File: src/aes_iks_pkg.sv
// Shared types, constants and tables for the AES-128 inverse key schedule.
package aes_iks_pkg;

  localparam int unsigned ROUNDS_W = 4;
  localparam int unsigned HALF_W   = 64;
  localparam int unsigned WORD_W   = 32;

  // Controller to datapath command
  typedef struct packed {
    logic                load;
    logic                step;
    logic [ROUNDS_W-1:0] idx;   // backward step number, counts down to 1
  } aes_iks_cmd_t;

  // Forward AES S-box
  localparam logic [7:0] SBOX_TAB [256] = '{
    8'h63, 8'h7c, 8'h77, 8'h7b, 8'hf2, 8'h6b, 8'h6f, 8'hc5,
    8'h30, 8'h01, 8'h67, 8'h2b, 8'hfe, 8'hd7, 8'hab, 8'h76,
    8'hca, 8'h82, 8'hc9, 8'h7d, 8'hfa, 8'h59, 8'h47, 8'hf0,
    8'had, 8'hd4, 8'ha2, 8'haf, 8'h9c, 8'ha4, 8'h72, 8'hc0,
    8'hb7, 8'hfd, 8'h93, 8'h26, 8'h36, 8'h3f, 8'hf7, 8'hcc,
    8'h34, 8'ha5, 8'he5, 8'hf1, 8'h71, 8'hd8, 8'h31, 8'h15,
    8'h04, 8'hc7, 8'h23, 8'hc3, 8'h18, 8'h96, 8'h05, 8'h9a,
    8'h07, 8'h12, 8'h80, 8'he2, 8'heb, 8'h27, 8'hb2, 8'h75,
    8'h09, 8'h83, 8'h2c, 8'h1a, 8'h1b, 8'h6e, 8'h5a, 8'ha0,
    8'h52, 8'h3b, 8'hd6, 8'hb3, 8'h29, 8'he3, 8'h2f, 8'h84,
    8'h53, 8'hd1, 8'h00, 8'hed, 8'h20, 8'hfc, 8'hb1, 8'h5b,
    8'h6a, 8'hcb, 8'hbe, 8'h39, 8'h4a, 8'h4c, 8'h58, 8'hcf,
    8'hd0, 8'hef, 8'haa, 8'hfb, 8'h43, 8'h4d, 8'h33, 8'h85,
    8'h45, 8'hf9, 8'h02, 8'h7f, 8'h50, 8'h3c, 8'h9f, 8'ha8,
    8'h51, 8'ha3, 8'h40, 8'h8f, 8'h92, 8'h9d, 8'h38, 8'hf5,
    8'hbc, 8'hb6, 8'hda, 8'h21, 8'h10, 8'hff, 8'hf3, 8'hd2,
    8'hcd, 8'h0c, 8'h13, 8'hec, 8'h5f, 8'h97, 8'h44, 8'h17,
    8'hc4, 8'ha7, 8'h7e, 8'h3d, 8'h64, 8'h5d, 8'h19, 8'h73,
    8'h60, 8'h81, 8'h4f, 8'hdc, 8'h22, 8'h2a, 8'h90, 8'h88,
    8'h46, 8'hee, 8'hb8, 8'h14, 8'hde, 8'h5e, 8'h0b, 8'hdb,
    8'he0, 8'h32, 8'h3a, 8'h0a, 8'h49, 8'h06, 8'h24, 8'h5c,
    8'hc2, 8'hd3, 8'hac, 8'h62, 8'h91, 8'h95, 8'he4, 8'h79,
    8'he7, 8'hc8, 8'h37, 8'h6d, 8'h8d, 8'hd5, 8'h4e, 8'ha9,
    8'h6c, 8'h56, 8'hf4, 8'hea, 8'h65, 8'h7a, 8'hae, 8'h08,
    8'hba, 8'h78, 8'h25, 8'h2e, 8'h1c, 8'ha6, 8'hb4, 8'hc6,
    8'he8, 8'hdd, 8'h74, 8'h1f, 8'h4b, 8'hbd, 8'h8b, 8'h8a,
    8'h70, 8'h3e, 8'hb5, 8'h66, 8'h48, 8'h03, 8'hf6, 8'h0e,
    8'h61, 8'h35, 8'h57, 8'hb9, 8'h86, 8'hc1, 8'h1d, 8'h9e,
    8'he1, 8'hf8, 8'h98, 8'h11, 8'h69, 8'hd9, 8'h8e, 8'h94,
    8'h9b, 8'h1e, 8'h87, 8'he9, 8'hce, 8'h55, 8'h28, 8'hdf,
    8'h8c, 8'ha1, 8'h89, 8'h0d, 8'hbf, 8'he6, 8'h42, 8'h68,
    8'h41, 8'h99, 8'h2d, 8'h0f, 8'hb0, 8'h54, 8'hbb, 8'h16
  };

  // Round constant for backward step number idx (1 to 10)
  function automatic logic [7:0] rcon(input logic [ROUNDS_W-1:0] idx);
    logic [7:0] r;
    case (idx)
      4'd1:    r = 8'h01;
      4'd2:    r = 8'h02;
      4'd3:    r = 8'h04;
      4'd4:    r = 8'h08;
      4'd5:    r = 8'h10;
      4'd6:    r = 8'h20;
      4'd7:    r = 8'h40;
      4'd8:    r = 8'h80;
      4'd9:    r = 8'h1b;
      4'd10:   r = 8'h36;
      default: r = 8'h00;
    endcase
    return r;
  endfunction

  // S-box applied to each byte of a word
  function automatic logic [WORD_W-1:0] sub_word(input logic [WORD_W-1:0] w);
    return {SBOX_TAB[w[31:24]], SBOX_TAB[w[23:16]], SBOX_TAB[w[15:8]], SBOX_TAB[w[7:0]]};
  endfunction

endpackage

File: src/aes_iks_datapath.sv
// Key register and one backward key expansion step per cycle while cmd_i.step is set.
module aes_iks_datapath import aes_iks_pkg::*; (
  input  logic              clk_i,
  input  logic              rst_ni,
  input  aes_iks_cmd_t      cmd_i,
  input  logic [HALF_W-1:0] key_hi_i,
  input  logic [HALF_W-1:0] key_lo_i,
  output logic [HALF_W-1:0] key_hi_o,
  output logic [HALF_W-1:0] key_lo_o
);

  logic [HALF_W-1:0] hi_q, hi_d, lo_q, lo_d;
  logic [WORD_W-1:0] w0, w1, w2, w3, p0, p1, p2, p3, rot;

  // Backward step: words 3..1 from neighbours, word 0 through the S-box
  always_comb begin
    w0  = hi_q[63:32];
    w1  = hi_q[31:0];
    w2  = lo_q[63:32];
    w3  = lo_q[31:0];
    p3  = w3 ^ w2;
    p2  = w2 ^ w1;
    p1  = w1 ^ w0;
    rot = {p3[23:0], p3[31:24]};
    p0  = w0 ^ sub_word(rot) ^ {rcon(cmd_i.idx), 24'h000000};
  end

  // Next key: load a new item, take a step or hold
  always_comb begin
    hi_d = hi_q;
    lo_d = lo_q;
    if (cmd_i.load) begin
      hi_d = key_hi_i;
      lo_d = key_lo_i;
    end else if (cmd_i.step) begin
      hi_d = {p0, p1};
      lo_d = {p2, p3};
    end
  end

  always_ff @(posedge clk_i or negedge rst_ni) begin
    if (!rst_ni) begin
      hi_q <= '0;
      lo_q <= '0;
    end else begin
      hi_q <= hi_d;
      lo_q <= lo_d;
    end
  end

  assign key_hi_o = hi_q;
  assign key_lo_o = lo_q;

endmodule

File: src/aes_iks_ctrl.sv
// Sequencer: loads an item, counts backward steps, presents the result.
module aes_iks_ctrl import aes_iks_pkg::*; #(
  parameter int unsigned MAX_ROUNDS = 10
) (
  input  logic                clk_i,
  input  logic                rst_ni,
  input  logic                in_valid_i,
  output logic                in_stall_o,
  input  logic [ROUNDS_W-1:0] rounds_i,
  output logic                out_valid_o,
  input  logic                out_stall_i,
  output aes_iks_cmd_t        cmd_o
);

  typedef enum logic [1:0] {
    ST_IDLE,
    ST_RUN,
    ST_DONE
  } state_e;

  localparam logic [ROUNDS_W-1:0] MaxRnd = ROUNDS_W'(MAX_ROUNDS);

  state_e              state_q, state_d;
  logic [ROUNDS_W-1:0] cnt_q, cnt_d, rnd_sat;
  logic                accept;

  // Counts above the maximum act as the maximum
  assign rnd_sat = (rounds_i > MaxRnd) ? MaxRnd : rounds_i;

  // A new item may enter when idle or while the previous result is taken
  assign in_stall_o  = !((state_q == ST_IDLE) || ((state_q == ST_DONE) && !out_stall_i));
  assign accept      = in_valid_i && !in_stall_o;
  assign out_valid_o = (state_q == ST_DONE);

  assign cmd_o.load = accept;
  assign cmd_o.step = (state_q == ST_RUN);
  assign cmd_o.idx  = cnt_q;

  // Next state and step count
  always_comb begin
    state_d = state_q;
    cnt_d   = cnt_q;
    case (state_q)
      ST_IDLE, ST_DONE: begin
        if (accept) begin
          cnt_d   = rnd_sat;
          state_d = (rnd_sat == '0) ? ST_DONE : ST_RUN;
        end else if (state_q == ST_DONE && !out_stall_i) begin
          state_d = ST_IDLE;
        end
      end
      ST_RUN: begin
        cnt_d = cnt_q - 1'b1;
        if (cnt_q == ROUNDS_W'(1)) begin
          state_d = ST_DONE;
        end
      end
      default: begin
        state_d = ST_IDLE;
        cnt_d   = '0;
      end
    endcase
  end

  always_ff @(posedge clk_i or negedge rst_ni) begin
    if (!rst_ni) begin
      state_q <= ST_IDLE;
      cnt_q   <= '0;
    end else begin
      state_q <= state_d;
      cnt_q   <= cnt_d;
    end
  end

endmodule

File: src/aes128_inverse_key_schedule.sv
// An accepted item is loaded, then stepped back once for each count from rounds down to 1;
// a count of zero goes straight to the result. No item is taken while steps run; the next
// item is taken in the cycle its predecessor's result leaves.
// One shared step unit handles one backward round per cycle, indexed by a down counter.
// Reset (rst_ni low, asynchronous) clears the key register, counter and sequencer.
module aes128_inverse_key_schedule import aes_iks_pkg::*; #(
  parameter int unsigned MAX_ROUNDS = 10
) (
  input  logic                clk_i,
  input  logic                rst_ni,
  input  logic                in_valid_i,
  output logic                in_stall_o,
  input  logic [HALF_W-1:0]   key_hi_i,
  input  logic [HALF_W-1:0]   key_lo_i,
  input  logic [ROUNDS_W-1:0] rounds_i,
  output logic                out_valid_o,
  input  logic                out_stall_i,
  output logic [HALF_W-1:0]   cipher_key_hi_o,
  output logic [HALF_W-1:0]   cipher_key_lo_o
);

  aes_iks_cmd_t cmd;

  aes_iks_ctrl #(
    .MAX_ROUNDS (MAX_ROUNDS)
  ) u_ctrl (
    .clk_i       (clk_i),
    .rst_ni      (rst_ni),
    .in_valid_i  (in_valid_i),
    .in_stall_o  (in_stall_o),
    .rounds_i    (rounds_i),
    .out_valid_o (out_valid_o),
    .out_stall_i (out_stall_i),
    .cmd_o       (cmd)
  );

  aes_iks_datapath u_dp (
    .clk_i    (clk_i),
    .rst_ni   (rst_ni),
    .cmd_i    (cmd),
    .key_hi_i (key_hi_i),
    .key_lo_i (key_lo_i),
    .key_hi_o (cipher_key_hi_o),
    .key_lo_o (cipher_key_lo_o)
  );

endmodule
File: config.mk
export PLATFORM = sky130hd
export DESIGN_NAME = aes128_inverse_key_schedule
export DESIGN_NICKNAME = d
export VERILOG_FILES = /design/src/aes_iks_pkg.sv /design/src/aes_iks_datapath.sv /design/src/aes_iks_ctrl.sv /design/src/aes128_inverse_key_schedule.sv
export SDC_FILE = /design/constraint.sdc
export NUM_CORES = 1
export LEC_CHECK = 0
export ABC_CLOCK_PERIOD_IN_PS = 4760
export BUFFER_PORTS_ARGS = -buffer_cell sky130_fd_sc_hd__buf_2
export CORE_MARGIN = 5
export CORE_UTILIZATION = 39
export DETAILED_ROUTE_END_ITERATION = 16
export PLACE_DENSITY = 0.57
export SETUP_SLACK_MARGIN = 0.4
export SYNTH_ARGS = -nofsm -noshare
export SYNTH_HDL_FRONTEND = slang
export SYNTH_SLANG_ARGS = --single-unit
File: constraint.sdc
create_clock -name clk_i -period 4.76 [get_ports clk_i]
set_input_delay 0.476 -clock clk_i [delete_from_list [all_inputs] [get_ports clk_i]]
set_output_delay 0.476 -clock clk_i [all_outputs]
set_load 0.005 [all_outputs]
==> metrics.md <==
| Metric | Value |
|---|---|
| Most common flop cell mapped by yosys | `dfrtp_1` |
| Iteration-0 DRC Markers | `4,525` |
| CP startpoint | `u_dp.key_lo_o[40]` |
| HPWL after DPL | `78.71 mm` |
| Remaining DRCs | `0` |
| CTS root buffer | `clkbuf_16` |
| Slowest CP cell | `o21ai_0` |
| Initial antenna violation count | `5` |
| Final period util | `0.8676` |
| Share of layout cells above drive strength 1 | `0.1795` |
| Routed WL | `110.7 mm` |
| Arrival time of the worst setup path | `4.47 ns` |
| Status | `complete, but fails checks` |
| Gate Count Post-Synth | `2,892` |
| Cell taking the most area after synthesis | `dfrtp_1` |
| Die height | `237.2 um` |
| Worst clock skew | `0.02170 ns` |
| First-pass GRT wire length | `163.4 mm` |
| Post-synth ARST share | `1.000` |
| Horiz. Die Dim | `237.2 um` |
| Least-Margin Pin Slew | `1.155 ns` |
| Largest net degree at the start of global routing | `105` |
| Gpl congestion | `1.045` |
| Max FO, Critical Path | `20` |
| Num CTS Buffers | `17` |
| Antenna Nets Post-Route | `0` |
| H-tree Lvls | `4` |
| Pre-antenna DRT Iters | `7` |
| Minimum clock period | `4.130 ns` |
| Seq/Total Area, Yosys | `0.1665` |
| Syn_nets | `3,086` |
| Synth Warn # | `0` |
| Rows | `83` |
| Avg Inst Size Synth | `6.963 sq um` |
| Final Instance Area | `23,230 sq um` |
| Clk_lat worst skew | `0.50 ns` |
| TritonCTS clock tree | `done` |
| Post-Route Setup TNS | `0 ns` |
| Grt ovf | `0` |
| CP max stage delay | `0.49 ns` |
| Max Clock Freq | `0.2422 GHz` |
| Critical-path cell list | `xor2_1 -> inv_2 -> ha_1 -> buf_4 -> nor2_1 -> nor2_1 -> nor3_1 -> a311oi_1 -> o21ai_0 -> a2111oi_0 -> a41oi_1 -> xor2_1 -> o21ai_0` |
| Worst path required time | `5.10 ns` |
| R2r endpoint | `u_dp.key_hi_o[54]` |
| R2R Setup Slk | `0.63 ns` |
| Total GRT Usage | `0.3718` |
| Failing checks | `negative hold slack` |
| Number of global-route vias before repair | `24,652` |
| IO Port Bufs | `265` |
| Slew HR | `0.2264` |
| Worst setup SP type | `register` |
| Worst r2r path cells | `13` |
| Initial core utilization | `0.3933` |
| Die area | `56,270 sq um` |
| Sink Count | `134` |
| Fin. max-slew vios | `0` |
| EDFF count, synth | `0` |
| Netlist cell types | `79` |
| Area contributors post-synth | `dfrtp_1 17%, nand2_1 7.6%, o21ai_0 7.1%` |
| Vias | `26,430` |
| FF/Latch Area | `3353 sq um` |
| Cell Area, Placed | `22,590 sq um` |
| CP endpoint | `u_dp.key_hi_o[54]` |
| Setup violators final | `0` |
| Vias per cell | `7.139` |
| Nets@finish | `3,200` |
| Core ar. | `51,200 sq um` |
| Min-delay worst type | `primary input to asynchronous set/reset pin` |
| Multi-input logic area | `15,770 sq um` |
| Max clock buf depth | `2` |
| RSZ-0062 raised after global routing | `no` |
| Post-synth top cells | `407 x nand2_1, 285 x o21ai_0, 227 x nor2_1` |
| IO Pins | `266` |
| Mapped Area | `20,140 sq um` |
| Hold Fails Final Rpt | `3` |
| Share of the synthesized area in the top cell type | `0.1665` |
| Syn-to-layout area delta | `15.37%` |
| Setup CP Type | `register to register` |
| Routed len/inst | `29.91 um` |
| Number of synthesized register bits | `134` |
| Count leader, synth | `nand2_1` |
| Clock-pin slew on the worst setup and hold paths | `0.07 ns` |
| Hold slack final | `-0.008130 ns` |
| CP endpoint kind | `register` |
| Crit Reg-Reg Startpoint | `u_dp.key_lo_o[40]` |
| Fillers | `5,268` |
| Max-Cap Viols | `0` |
[critical path: cells and delay by family, from the launching register on]
kind / cells / cell delay, ns
buf+inv: 2 / 0.52
fa+ha+maj: 1 / 0.31
xor+xnor: 2 / 0.63
compound gates: 5 / 1.30
flops: 1 / 0.46
simple gates: 3 / 0.77
[metrics by stage]
stage / cells / setup WS, ns / util / hold slack (ns)
after global routing: 3699 / 0.4978 / 0.4536 / 0.06745
after global placement: 3663 / 0.4900 / 0.4413 / 0.5464
after floorplan: 2892 / 1.290 / - / 0.1804
after detailed placement: 3663 / 0.5563 / 0.4413 / 0.5521
final: 3702 / 0.6303 / 0.4538 / -0.008130
after CTS: 3695 / 0.5105 / 0.4526 / 0.02093
[sequential cells by signal (all words and copies together) (netlist names)]
signal and flops:
u_dp.key_lo_o 64, u_dp.key_hi_o 64, u_ctrl.cnt_q 4, u_ctrl.state_q 2
[metal layers]
metal / wire (um) / track usage
met3: 13670 / 0.1052
met1: 42080 / 0.4813
met4: 7373 / 0.1957
met5: 21 / 0
met2: 47580 / 0.5646
[cells by family after synthesis]
group	count (synthesis)	share of synthesized area
xor gates and xnor gates	158	0.07134
adders and majority gates	58	0.03604
and+or+nand+nor	1004	0.2230
muxes	77	0.05580
DFF	134	0.1665
AOI/OAI and AO/OA	1108	0.3761
buffers and inverters	353	0.07115
[worst min-delay path by stage]
stage | endpoint | startpoint | cells after the start
after floorplan | u_ctrl.cnt_q[0] | rst_ni | 0
after global placement | u_ctrl.state_q[1] | rst_ni | 1
after detailed placement | u_ctrl.state_q[0] | rst_ni | 1
after CTS | u_ctrl.state_q[0] | rst_ni | 1
after global routing | u_ctrl.state_q[0] | rst_ni | 1
final | u_ctrl.state_q[0] | rst_ni | 1
[cell usage in the layout (no fill, tap or decap), types with 11 or more instances in the layout]
cell type,instances
xnor2_2,12
a211oi_1,48
ha_1,55
nand2_1,407
o221ai_1,33
clkbuf_16,17
a311o_1,13
o2111ai_1,23
mux4_2,28
nand4_1,13
o311a_1,15
inv_1,21
a32oi_1,12
mux2i_1,47
xor2_1,82
o31ai_1,21
dfrtp_1,134
nand3_1,100
o22ai_1,33
a311oi_1,51
a31oi_1,61
a211o_1,21
or3_1,21
a21oi_1,181
xor2_2,12
buf_4,147
o211ai_1,86
xor2_4,11
o311ai_0,54
and3_1,16
nor3b_1,45
nor3_1,123
xnor2_1,38
o21ai_0,285
buf_2,264
nor4_1,11
and2_1,11
a221o_1,39
nor2_1,226
a221oi_1,29
[cell type report]
| type | count | area share |
|---|---|---|
| multi-input combinational | 2405 | 0.6787 |
| inverter | 30 | 0.005009 |
| timing repair buffer | 418 | 0.1100 |
| antenna | 3 | 0.0003232 |
| clock buffer | 18 | 0.01890 |
| tap | 680 | 0.03662 |
| clock inverter | 14 | 0.006032 |
| sequential | 134 | 0.1443 |
[what timing repair did]
action / in CTS / in global routing
setup buffers: 0 / 4
setup endpoints to repair: 0 / 2
hold buffers: 0 / 0
gates resized for setup: 0 / 6
Power is not shown: default switching activity piles up to over one toggle a cycle in this logic, so the estimate is an artifact.
